--- src/rtl/ptcb_ram.sv ---
module ptcb_ram #(
  parameter int WIDTH = 8,
  parameter int DEPTH = 16
) (
  input  logic                     clk,
  input  logic                     we,
  input  logic [$clog2(DEPTH)-1:0] waddr,
  input  logic [WIDTH-1:0]         wdata,
  input  logic [$clog2(DEPTH)-1:0] raddr,
  output logic [WIDTH-1:0]         rdata
);

  logic [WIDTH-1:0] mem [DEPTH];

  always_ff @(posedge clk) begin
    if (we) begin
      mem[waddr] <= wdata;
    end
    rdata <= mem[raddr];
  end

endmodule

--- config.mk ---
export PLATFORM = sky130hd
export DESIGN_NAME = ptcb_ram
export DESIGN_NICKNAME = d
export VERILOG_FILES = /design/src/rtl/ptcb_ram.sv
export SDC_FILE = /design/constraint.sdc
export NUM_CORES = 1
export LEC_CHECK = 0
export ABC_AREA = 1
export BUFFER_PORTS_ARGS = -buffer_cell sky130_fd_sc_hd__buf_2
export CORE_UTILIZATION = 45
export DETAILED_ROUTE_END_ITERATION = 8
export GPL_ROUTABILITY_DRIVEN = 0
export PLACE_DENSITY_LB_ADDON = 0.1
export RECOVER_POWER = 100
export SLEW_MARGIN = 10
export SYNTH_ARGS = -nofsm -noshare
export SYNTH_HDL_FRONTEND = slang
export SYNTH_SLANG_ARGS = --single-unit
--- constraint.sdc ---
create_clock -name clk -period 2.1 [get_ports clk]
set_input_delay 0.105 -clock clk [delete_from_list [all_inputs] [get_ports clk]]
set_output_delay 0.105 -clock clk [all_outputs]
set_load 0.01 [all_outputs]
==> flow_metrics.tcl, run 1 <==
set metrics [dict create \
    cts_tree "yes" \
    r2r_cells 6 \
    rows 40 \
    rr_startpoint "mem[4][4]" \
    synth_xor_area_share_pct 0 \
    drive_gt1_share_pct 5.500 \
    synth_top_family_by_area "simple AND/OR/NAND/NOR gates" \
    synth_compound_area_share_pct 0 \
    fin_area_um2 6514 \
    max_freq_mhz 913.3 \
    cts-htree-levels 4 \
    insertion_delay_ns 0.43 \
    synth_seq_cells 136 \
    setup_ws_ns 1.005 \
    endpoint "rdata[0]" \
    synth_cells 551 \
    maxSlewHeadroom_pct 34.62 \
    maxCapViolCount 0 \
    path_class "flop to output port" \
    status "finished, final reports clean" \
    multi_input_area_um2 1214 \
    hold_viol_final 0 \
    yosysWarnings 0 \
    fin_nets 606 \
    grt_pass1_vias 3690 \
    postPlaceCellArea_um2 6076 \
    n_fill_cell 1124 \
    slowest_delay_ns 0.37 \
    period_minus_slack_ns 1.095 \
    clockBufferDepth 2 \
    worst_slew_pin_slew_ns 0.9807 \
    grt_use_total_pct 22.05 \
    yosysTopAreaCellShare_pct 66.65 \
    diodes 0 \
    min_path_type "input port to flop" \
    grt_remaining_overflow 0 \
    wl_per_cell_um 17.15 \
    start_util_pct 47.03 \
    vias_per_cell 4.901 \
    r2r_slack_ns 1.06 \
    crit_cells 1 \
    cp-end-kind "output port" \
    synth_fa_ha_area_share_pct 0 \
    syn-cell-area_um2 5767 \
    synth_cell_types 12 \
    io_pins 26 \
    worstPathCellList "clkbuf_1" \
    vdd_drop_max_v 0.0005191 \
    seqCellArea_um2 4004 \
    postRouteAntennaNets 0 \
    rr_endpoint "rdata[4]" \
    setup_violations 0 \
    dp_hpwl_um 7918 \
    slew_violations 0 \
    place_ws_ns 0.6273 \
    clkTransAtPathRegs_ns 0.06 \
    grt_max_degree 45 \
    min_period_over_period_pct 52.14 \
    dp_cells 737 \
    antenna_found_initial 0 \
    ctsHoldBuffers 0 \
    coreArea_um2 12260 \
    power.density_nw_per_um2 924.3 \
    crit_start "rdata[0]" \
    crit_fanout 1 \
    io_buffers 25 \
    dr.pass1.iters 4 \
    drc_errors 0 \
    drt_iter0_markers 265 \
    cp_num_buf_inv 1 \
    yosys.area_share.simple_pct 21.05 \
    syn-num-nets 569 \
    cts_buffers 17 \
    drt_wl_total_um 13170 \
    ys_top_cells_by_area "edfxtp_1 67%, nand2_1 11%, nand3_1 8.4%, inv_1 6.5%, dfxtp_1 2.8%" \
    area_growth_pct 12.95 \
    finClkSkew_ns 0.009861 \
    vias 3764 \
    whs_ns 0.04271 \
    die_width_um 115.2 \
    fin_cells 768 \
    static-leakage-power_nw 2.751 \
    tns_ns 0 \
    ys_seq_area_share_pct 69.43 \
    dieArea_um2 13270 \
    synthMuxAreaShare_pct 0 \
    post_cts.repair.setup_buffers 0 \
    avgSynthCellArea_um2 10.47 \
    clockRootBuffer "clkbuf_16" \
    startpoint_type "flop" \
    ctsResizeCount 0 \
    arrival_ns 0.99 \
    synth_top_cell_by_area "edfxtp_1" \
    clock-sinks 136 \
    required_ns 2.00 \
    cp_top_family "flip-flops" \
    die_h_um 115.2 \
    slowest_stage "dfxtp_1" \
    grt_pass1_wl_um 20190 \
    rsz0062_at_grt "false" \
]
[power breakdown]
group	total [mW]	internal, mW	switching (mW)
logic	0.361	0.0951	0.266
clock network	2.60	1.59	1.01
registers	3.06	3.04	0.0194
total	6.02	4.73	1.29
[worst min path at each step]
stage          cells past startpoint         to     start
2_1_floorplan                      0  mem[0][0]  wdata[0]
3_3_place_gp                       3   rdata[4]  raddr[3]
3_5_place_dp                       3   rdata[6]  raddr[3]
4_1_cts                            3   rdata[6]  raddr[3]
5_1_grt                            3   rdata[6]  raddr[3]
6_report                           3   rdata[6]  raddr[3]
[cells in the mapped netlist]
| master | number |
|---|---|
| inv_1 | 100 |
| nand3b_1 | 2 |
| inv_2 | 2 |
| nand3_1 | 97 |
| nor2_1 | 17 |
| buf_1 | 1 |
| buf_2 | 13 |
| buf_6 | 6 |
| edfxtp_1 | 128 |
| buf_4 | 4 |
| dfxtp_1 | 8 |
| nand2_1 | 173 |
[registers in the layout, summed over array words and instances (netlist names)]
register and count:
mem 128, rdata 8
[metrics by stage]
step                      total power [mW]  util (%)
after floorplan                      3.328         -
after global placement               3.485     49.55
after detailed placement             3.488     49.55
after CTS                            6.068     53.67
after global routing                 6.196     53.12
final                                6.021     53.12
[cell type report]
class / count / area share (%)
flip-flops and latches: 136 / 61.47
multi-input cells: 289 / 18.63
clock buffers: 24 / 6.934
inverters: 102 / 5.878
well taps: 168 / 3.227
repair buffers: 42 / 3.035
clock inverters: 7 / 0.8260
[metal layers]
layer | global-route usage [%] | wire length [µm] | vias up
li1 | - | - | 1842
met1 | 29.10 | 6044 | 1794
met2 | 34.10 | 6184 | 102
met3 | 5.482 | 618 | 26
met4 | 11.08 | 323 | 0
met5 | 0 | 0 | -
[cells by family (layout without fill, tap and decap cells)]
family / count (synthesis) / after routing
simple gates: 289 / 289
flops: 136 / 136
buf+inv: 126 / 175
[cells in the final DEF (no fill, tap or decap)]
cell type  Yosys  layout
nand2_1      173     173
edfxtp_1     128     128
inv_1        100     100
nand3_1       97      97
clkbuf_1       0      37
nor2_1        17      17
clkbuf_16      0      17
dfxtp_1        8       8
buf_2         13       7
clkinv_1       0       5
buf_4          4       4
inv_2          2       2
nand3b_1       2       2
bufinv_16      0       1
clkinv_2       0       1
buf_12         0       1
Note: power is estimated with default switching activity, not from simulation.
==> run 2, diff against run 1 <==
==> constraint.sdc (replaced) <==
create_clock -name clk -period 1.09 [get_ports clk]
set_input_delay 0.0545 -clock clk [delete_from_list [all_inputs] [get_ports clk]]
set_output_delay 0.0545 -clock clk [all_outputs]
set_load 0.01 [all_outputs]
==> run 2 against run 1 <==
Combinational power rose by 110%. Count of clock-buffer cells in the layout rose by 3. Die area did not move. Critical path depth rose by 3. Via count fell by 0.21%. Non-clock buffer count rose by 22. Clock skew fell by 0.0027 ns. Global-route usage fell by 0.46 points. Cell count rose by 3.0%. Largest power group unchanged. Sequential share of layout area fell by 2.3 points. Routed wire length fell by 3.1%. Flip-flop and latch count did not move.
==> flow_metrics.tcl, run 2 (synthesis results as in run 1) <==
set metrics [dict create \
    status "finished, final reports clean" \
    rsz0062_at_grt "false" \
    die_width_um 115.2 \
    worst_slew_pin_slew_ns 0.9262 \
    io_buffers 25 \
    grt_max_degree 39 \
    rr_endpoint "rdata[5]" \
    post_cts.repair.setup_buffers 0 \
    hold_viol_final 0 \
    cts-htree-levels 4 \
    drt_wl_total_um 12770 \
    dp_hpwl_um 8319 \
    die_h_um 115.2 \
    clock-sinks 136 \
    period_minus_slack_ns 1.043 \
    area_growth_pct 17.29 \
    drc_errors 0 \
    tns_ns 0 \
    arrival_ns 1.09 \
    wl_per_cell_um 16.14 \
    maxCapViolCount 0 \
    hold_depth 5 \
    io_pins 26 \
    drt_iter0_markers 297 \
    r2r_slack_ns 0.08 \
    clockBufferDepth 2 \
    max_freq_mhz 958.7 \
    r2r_cells 6 \
    setup_violations 0 \
    antenna_found_initial 0 \
    drive_gt1_share_pct 8.507 \
    final_cell_mix "173 x nand2_1, 128 x edfxtp_1, 99 x inv_1, 96 x nand3_1, 46 x clkbuf_1" \
    slew_violations 0 \
    fin_cells 791 \
    coreArea_um2 12260 \
    rr_startpoint "mem[7][5]" \
    maxSlewHeadroom_pct 38.25 \
    insertion_delay_ns 0.41 \
    rows 40 \
    power.density_nw_per_um2 1770 \
    whs_ns 0.1617 \
    dieArea_um2 13270 \
    start_util_pct 47.03 \
    largest_reg_flops 128 \
    clkTransAtPathRegs_ns 0.05 \
    grt_remaining_overflow 0 \
    cp-end-kind "flop" \
    dp_cells 758 \
    min_period_over_period_pct 95.70 \
    top_regs "mem: 128 flops, rdata: 8 flops" \
    required_ns 1.13 \
    diodes 0 \
    min_path_type "input port to flop" \
    grt_pass1_vias 3765 \
    startpoint_type "input port" \
    postRouteAntennaNets 0 \
    path_class "input port to flop" \
    static-leakage-power_nw 2.875 \
    grt_pass1_wl_um 20380 \
    clockRootBuffer "clkbuf_16" \
    largest_register "mem" \
    vias 3756 \
    hold_start "raddr[2]" \
    cts_tree "yes" \
    vdd_drop_max_v 0.0009446 \
    whs_endpoint "rdata[6]" \
    dr.pass1.iters 4 \
    crit_fanout 8 \
    finClkSkew_ns 0.007199 \
    cts_buffers 17 \
    layout_commonest_cell "nand2_1" \
    fin_nets 628 \
    grt_use_total_pct 21.59 \
    vias_per_cell 4.748 \
]
==> run 2: changes by cell type in the layout (fill, tap and decap cells not counted), sizes merged <==
cell	change
dlygate4sd3	+1
clkinvlp	+1
inv	-1
clkinv	-3
bufinv	+1
buf	+9
clkbuf	+15
==> run 2: routing by layer <==
metal  vias to the layer above  track usage [%]  wire (µm)
li1                       1889                -          -
met1                      1747            29.44       5733
met2                       107            33.86       5987
met3                        13            4.323        837
met4                         0            9.264        207
met5                         -                0          0
==> run 2: area by class of cell <==
type | instances | area [µm²]
timing repair buffer | 64 | 396.6
clock buffer | 27 | 473.0
tap | 168 | 210.2
fill | 1119 | 5498
inverter | 102 | 386.6
sequential | 136 | 4004
multi-input combinational | 289 | 1219
clock inverter | 5 | 75.07
==> run 2: what timing repair did <==
item | in CTS | in global routing
resized for setup | 0 | 3
endpoints found under the hold margin | 1 | 0
endpoints found under the setup margin | 0 | 2
hold buffers | 1 | 0
==> run 2: per-stage QoR <==
stage	instance area, µm²	worst slack [ns]	total power [mW]	util [%]
2_1_floorplan	5767	0.08466	6.412	-
4_1_cts	6854	0.07277	12.07	55.90
6_report	6764	0.04692	11.97	55.16
3_5_place_dp	6296	-0.05452	6.768	51.35
5_1_grt	6764	0.0003147	12.39	55.16
3_3_place_gp	6296	-0.03955	6.755	51.35
==> run 2: worst max path at each step <==
| stage | start | end | slack, ns |
|---|---|---|---|
| 2_1_floorplan | waddr[3] | mem[4][0] | 0.08 |
| 3_3_place_gp | raddr[0] | rdata[5] | -0.04 |
| 3_5_place_dp | raddr[0] | rdata[5] | -0.05 |
| 4_1_cts | raddr[3] | rdata[5] | 0.07 |
| 5_1_grt | mem[7][5] | rdata[5] | 0.0003 |
| 6_report | waddr[2] | mem[10][3] | 0.05 |
==> run 2: critical path: stages <==
cell and delay (ns):
clkbuf_1 0.11, nand3b_1 0.27, nor2_1 0.14, clkbuf_1 0.50
==> run 2: power breakdown <==
part           total, mW  switching, mW  internal (mW)
clock               5.33           1.91           3.41
sequential          5.89         0.0346           5.85
combinational      0.755          0.513          0.242
total               12.0           2.46           9.51
