File: src/rtl/ptcb_pkg.sv
package ptcb_pkg;

  localparam int MAX_COLUMNS     = 1024;
  localparam int MAX_ENTRIES     = 16384;
  localparam int MAX_COL_ENTRIES = 64;

  localparam int IDX_W   = 10;
  localparam int CNT_W   = 11;
  localparam int VAL_W   = 32;
  localparam int START_W = 15;
  localparam int CS_AW   = 11;
  localparam int ST_AW   = 14;
  localparam int TMP_AW  = 6;
  localparam int NUM_W   = 7;
  localparam int KEY_W   = 22;
  localparam int ENT_W   = IDX_W + VAL_W;

  localparam logic [VAL_W-1:0] Q_ONE = 32'h8000_0000;

  localparam logic [2:0]       ADDR_DIAG_LIMIT  = 3'd0;
  localparam logic [CNT_W-1:0] DIAG_LIMIT_RESET = 11'd1024;

  typedef struct packed {
    logic [IDX_W-1:0] row;
    logic [VAL_W-1:0] val;
  } entry_t;

endpackage

File: src/rtl/ptcb_cfg.sv
module ptcb_cfg (
  input  logic                      clk,
  input  logic                      rst_n,
  input  logic                      psel,
  input  logic                      penable,
  input  logic                      pwrite,
  input  logic [2:0]                paddr,
  input  logic [31:0]               pwdata,
  output logic [31:0]               prdata,
  output logic                      pready,
  output logic [ptcb_pkg::CNT_W-1:0] diag_limit
);
  import ptcb_pkg::*;

  logic [CNT_W-1:0] diag_limit_r;

  always_ff @(posedge clk) begin
    if (!rst_n) begin
      diag_limit_r <= DIAG_LIMIT_RESET;
    end else if (psel && penable && pwrite && paddr == ADDR_DIAG_LIMIT) begin
      diag_limit_r <= pwdata[CNT_W-1:0];
    end
  end

  assign pready     = 1'b1;
  assign prdata     = (paddr == ADDR_DIAG_LIMIT) ? {{(32-CNT_W){1'b0}}, diag_limit_r} : 32'd0;
  assign diag_limit = diag_limit_r;

endmodule

File: config.mk
export PLATFORM = sky130hd
export DESIGN_NAME = ptcb_cfg
export DESIGN_NICKNAME = d
export VERILOG_FILES = /design/src/rtl/ptcb_pkg.sv /design/src/rtl/ptcb_cfg.sv
export SDC_FILE = /design/constraint.sdc
export NUM_CORES = 1
export LEC_CHECK = 0
export BUFFER_PORTS_ARGS = -buffer_cell sky130_fd_sc_hd__buf_4
export CORE_MARGIN = 5
export CORE_UTILIZATION = 35
export DETAILED_ROUTE_END_ITERATION = 8
export MAX_ROUTING_LAYER = met4
export PLACE_DENSITY = 0.95
export SETUP_SLACK_MARGIN = 0.02
export SKIP_CTS_REPAIR_TIMING = 1
export SYNTH_ARGS = -nofsm -noshare
export SYNTH_HDL_FRONTEND = slang
export SYNTH_SLANG_ARGS = --single-unit
File: constraint.sdc
create_clock -name clk -period 1.4 [get_ports clk]
set_clock_uncertainty 0.05 [all_clocks]
set_input_delay 0.28 -clock clk [delete_from_list [all_inputs] [get_ports clk]]
set_output_delay 0.28 -clock clk [all_outputs]
set_load 0.01 [all_outputs]
==> results of run 1 <==
[power groups by stage]
stage / clock [W] / sequential, W / combinational (W)
after floorplan: 0 / 0.000325 / 0.0000971
after global placement: 0 / 0.000324 / 0.000102
after detailed placement: 0 / 0.000324 / 0.000105
after CTS: 0.000222 / 0.000317 / 0.000105
after global routing: 0.000237 / 0.000317 / 0.000118
final: 0.000209 / 0.000317 / 0.000108
[kinds of logic (layout without fill, tap and decap cells)]
family | Yosys count | after routing
AND/OR/NAND/NOR | 35 | 35
buffers and inverters | 27 | 47
flip-flops | 11 | 11
multiplexers | 10 | 10
other | 2 | 22
AO/OA/AOI/OAI | 1 | 1
[path summary, 6_finish.rpt]
kind                                startpoint  slack (ps)  depth (start not counted)              to
worst max-delay path                  paddr[1]          80                          5      prdata[10]
worst min-delay path                 pwdata[4]         220                          3   diag_limit[4]
worst max register to register  diag_limit[10]         700                          2  diag_limit[10]
worst min register to register   diag_limit[9]         420                          2   diag_limit[9]
[cells in the mapped netlist]
master    number  area share [%]
o211ai_1       1             1.0
clkbuf_1       3             1.6
mux2i_1       10              14
buf_12         1             2.8
and2_1        10             8.7
and2_2         1             1.0
nor3_4         1             2.3
nand2_1       20              10
and3_1         1            0.87
dfxtp_1       11              31
inv_1          1            0.52
buf_4         22              23
and2_4         1             1.2
conb_1         2             1.0
nand3_1        1            0.70
[metal layers]
layer  vias to the layer above  share of wire, %  global-route usage [%]
li1                        304                 -                       -
met1                       263                32                    8.77
met2                        30                59                    21.3
met3                         0               9.1                    5.36
met4                         0                 0                   0.694
met5                         -                 0                       -
[cell type report]
class	count	area (um2)	share of cell area, %
timing repair buffer	42	319	32.7
sequential	11	220	22.6
inverter	1	3.75	0.385
multi-input combinational	68	372	38.1
clock buffer	4	26.3	2.70
tap	27	33.8	3.47
[through the flow]
step / power (W) / instances / hold slack (ps) / utilization [%] / cell area (um2)
floorplan: 0.000422 / 106 / 372 / - / 792
global placement: 0.000426 / 149 / 402 / 48.2 / 945
detailed placement: 0.000429 / 149 / 414 / 48.2 / 945
CTS: 0.000644 / 153 / 205 / 49.5 / 971
global route: 0.000672 / 153 / 212 / 49.7 / 975
finish: 0.000634 / 153 / 216 / 49.7 / 975
[worst reg2reg max path: cells and delay by family (launching register included)]
kind / cells / cell delay (ps)
AOI/OAI and AO/OA: 1 / 180
DFF: 1 / 350
buffers and inverters: 1 / 50
==> run metrics, run 1 <==
Critical Path RT 1070 ps; switching fraction of total power 25.3%; Die ar. 3050 um2; vias in the first global route 582; Fillers about 210; router iterations before antenna repair 5; max-cap check violation count 0; max frequency between 700 and 800 MHz; PD cells 650 nW/um2; layout cells sized above 1 38.1%; Worst-path clk slew 70 ps; sw power 0.000160 W; Setup Crit Path Kind in2out; post-synthesis mux area share between 10 and 15%; worst hold path type in2reg; dpl hpwl about 1.4 mm; largest net degree at the start of global routing 22; number of I/O pins 84; Clk pwr share 33.0%; crit path launch type input port; grt total ovfl 0; most frequent cells in the layout buf_4 (41), conb_1 (22), nand2_1 (20), dfxtp_1 (11); CTS tree done; area grow syn2layout 36.0%; Comb pwr share around 17%; Core Footprint just under 2000 um2; clock insertion delay at the later pin of the skew report roughly 260 ps; main combinational cell family by area after synthesis buffers and inverters; Post-Synth XOR/XNOR Area 0%; root buf cell clkbuf_4; die width 55.3 um; Antenna Cells 0; drt drc 0; Critical Path Most Common Cell buf_4; crit path max fanout 9; CP max-delay cell nor3_4; Final ANT Viol Nets 0; GP Congestion 0.692; CP max stage delay about 200 ps; fin nets 167; Final period util 94.6%; P_int between 0.0004 and 0.0005 W; total clock sinks 11; Synth Area in Adders 0%; #FFs+latches synth 11; Row Count 16; Die Ht 55.3 um; Yosys cell types 15; Final setup viols 0; Lkg Pwr roughly 0.50 nW; sequential share of power 50.0%; status completed; worst slack at placement 13.7 ps; compound-gate portion of the synthesized area 1.05%; Yosys warning count 0; WL per Instance 10.8 um; 1st-iter DRT viols 10; CP Buf/Inv Count 3; Initial Utilization between 30% and 40%; first-pass GRT wire length 2.58 mm; Peak supply drop 566 uV; antenna violations before repair 0; cell count after synthesis 86; Final Hold Fails 0; Max Slew Vio Count 0; critical-path cell list buf_4 -> nor3_4 -> buf_6 -> and2_2 -> buf_4; Avg Inst Size Synth about 8.3 um2; via count 597; mapped cell area just over 700 um2; setup_tns 0 ps; H-Tree Level Count 1; Largest register FFs 11; GRT Overall Usage 10.6%; Arr. time, crit path between 900 and 1000 ps; unrepaired setup endpoints after global routing no; Vias per Instance 3.90; final WL roughly 1.7 mm; Final min period 1320 ps; Setup crit end kind output pin; Post-Synth Simple-Gate Area 25.3%; number of buffers created by CTS 3; Top delay family on crit path buffers and inverters; commonest non-fill, non-tap cell in the layout buf_4; Final WS setup 75.7 ps; sequential share of the synthesized area 30.7%; Clock Path Buffers 2; Port Buffer Count 40
Power figures use the tool's default switching activity.
==> run 2: changes to the inputs <==
Settings changed: BUFFER_PORTS_ARGS -buffer_cell sky130_fd_sc_hd__buf_4 to -buffer_cell sky130_fd_sc_hd__clkbuf_2.
==> run 2 against run 1 <==
Net effect:
- final area shrank 10%
- via count down 3.0%
- clock-buffer cell count stayed put
- sequential share of layout area increased by 2.6 points
- global-route usage shrank 0.80 points
- cell count is the same
- routed wire length shrank 9.7%
- critical path type unchanged
==> run metrics, run 2 (same netlist as run 1, synthesis figures left out) <==
status completed; grt total ovfl 0 (unchanged); root buf cell clkbuf_4; area grow syn2layout 22.0%; Initial Utilization 36.5% (unchanged); Critical Path RT 1070 ps (about the same); router iterations before antenna repair 3 (-2); CTS tree done; first-pass GRT wire length 2.38 mm (-7.8%); FF-to-FF End diag_limit[10]; vias in the first global route 546 (-6.2%); Port Buffer Count 40 (unchanged); total clock sinks 11 (unchanged); Reg2Reg Depth 2 (unchanged); CP max stage delay 200 ps (about the same); most frequent cells in the layout clkbuf_2 (40), conb_1 (22), nand2_1 (20), dfxtp_1 (11); Final min period 1330 ps (+6.47 ps); placed cell count 149 (unchanged); Clock Path Buffers 2 (unchanged); Critical Path Most Common Cell clkbuf_2; worst hold path type in2reg; WL per Instance 9.75 um (-9.7%); layout cells sized above 1 38.1% (unchanged); final WL 1.49 mm (-9.7%); largest net degree at the start of global routing 22 (unchanged); Hold WS 188 ps (-28.7 ps); fin nets 167 (unchanged); CP max-delay cell nor3_4; slack of the worst reg-to-reg path 740 ps (+40 ps); Setup Crit Path Kind in2out; CP Buf/Inv Count 3 (unchanged); critical-path cell list clkbuf_2 -> nor3_4 -> buf_6 -> and2_1 -> clkbuf_2; Arr. time, crit path 1000 ps (about the same); Final ANT Viol Nets 0 (unchanged); drt drc 0 (unchanged); Fillers 221 (+7.8%); Vias per Instance 3.78 (-3.0%); GRT Overall Usage 9.77% (-0.80 points); Worst Hold Launch pwdata[4]; reg2reg start diag_limit[10]; setup_tns 0 ps (unchanged); unrepaired setup endpoints after global routing yes; clock insertion delay at the later pin of the skew report 260 ps (about the same); Row Count 16 (unchanged); number of I/O pins 84 (unchanged); Max Slew Vio Count 0 (unchanged); via count 579 (-3.0%); crit path launch type input port; 1st-iter DRT viols 7 (-3); Die Ht 55.3 um (unchanged); Top delay family on crit path buffers and inverters; crit path max fanout 9 (unchanged); Setup crit end kind output pin; Die ar. 3050 um2 (unchanged); number of buffers created by CTS 3 (unchanged); Final period util 95.1% (+0.46 points); max-cap check violation count 0 (unchanged); dpl hpwl 1.24 mm (-11%); Final setup viols 0 (unchanged); worst hold stages 3 (unchanged); non-filler instance count after layout 153 (unchanged); commonest non-fill, non-tap cell in the layout clkbuf_2; Worst Hold Path EP diag_limit[4]; Peak supply drop 391 uV (-31%); max frequency 751 MHz (-0.49%); Worst-path clk slew 70 ps (about the same); antenna violations before repair 0 (unchanged); Largest register FFs 11 (unchanged); H-Tree Level Count 1 (unchanged); die width 55.3 um (unchanged); placed inst area 845 um2 (-11%); Lkg Pwr 0.469 nW (-5.9%); Final Hold Fails 0 (unchanged); PD cells 707 nW/um2 (+8.7%); fin area 875 um2 (-10%); GP Congestion 0.665 (-3.8%); Antenna Cells 0 (unchanged); Core Footprint 1960 um2 (unchanged)
==> run 2: worst max path at each step <==
stage          startpoint            end  slack [ps]  cells past startpoint
2_1_floorplan    paddr[1]      prdata[0]         200                      3
3_3_place_gp     paddr[1]     prdata[10]          60                      5
3_5_place_dp     paddr[1]  diag_limit[0]          50                      5
4_1_cts          paddr[1]     prdata[10]          50                      5
5_1_grt          paddr[1]      prdata[8]          10                      5
6_report         paddr[1]      prdata[8]          70                      5
==> run 2: power by group <==
part | leakage, nW | internal, W | switching (W)
Clock | 0.0150 | 0.000110 | 0.000101
Sequential | 0.0887 | 0.000315 | 0.00000158
Combinational | 0.366 | 0.0000322 | 0.0000578
==> run 2: layout make-up <==
| type | count | area [um2] | share of cell area (%) |
|---|---|---|---|
| well taps | 27 | 33.8 | 3.86 |
| multi-input cells | 68 | 372 | 42.5 |
| clock buffers | 4 | 26.3 | 3.00 |
| repair buffers | 42 | 219 | 25.0 |
| flip-flops and latches | 11 | 220 | 25.2 |
| inverters | 1 | 3.75 | 0.429 |
==> run 2: metrics by stage <==
step	util, %	setup WS [ps]	total power [W]
3_5_place_dp	43.0	49.4	0.000412
5_1_grt	44.6	10.4	0.000663
4_1_cts	44.4	54.2	0.000630
3_3_place_gp	43.0	63.8	0.000411
2_1_floorplan	-	195	0.000422
6_report	44.6	69.2	0.000618
==> run 2: worst reg2reg max path: cells and delay by family, from the launching register on <==
| kind | cells | cell delay, ps |
|---|---|---|
| flip-flops | 1 | 340 |
| buffers and inverters | 1 | 40 |
| AO/OA/AOI/OAI | 1 | 150 |
==> run 2: routing by layer <==
layer | GRT usage [%] | up-vias | routed length [um]
met4 | 4.17 | 0 | 0
li1 | - | 302 | -
met1 | 9.04 | 251 | 539
met2 | 17.7 | 26 | 814
met5 | - | - | 0
met3 | 3.73 | 0 | 137
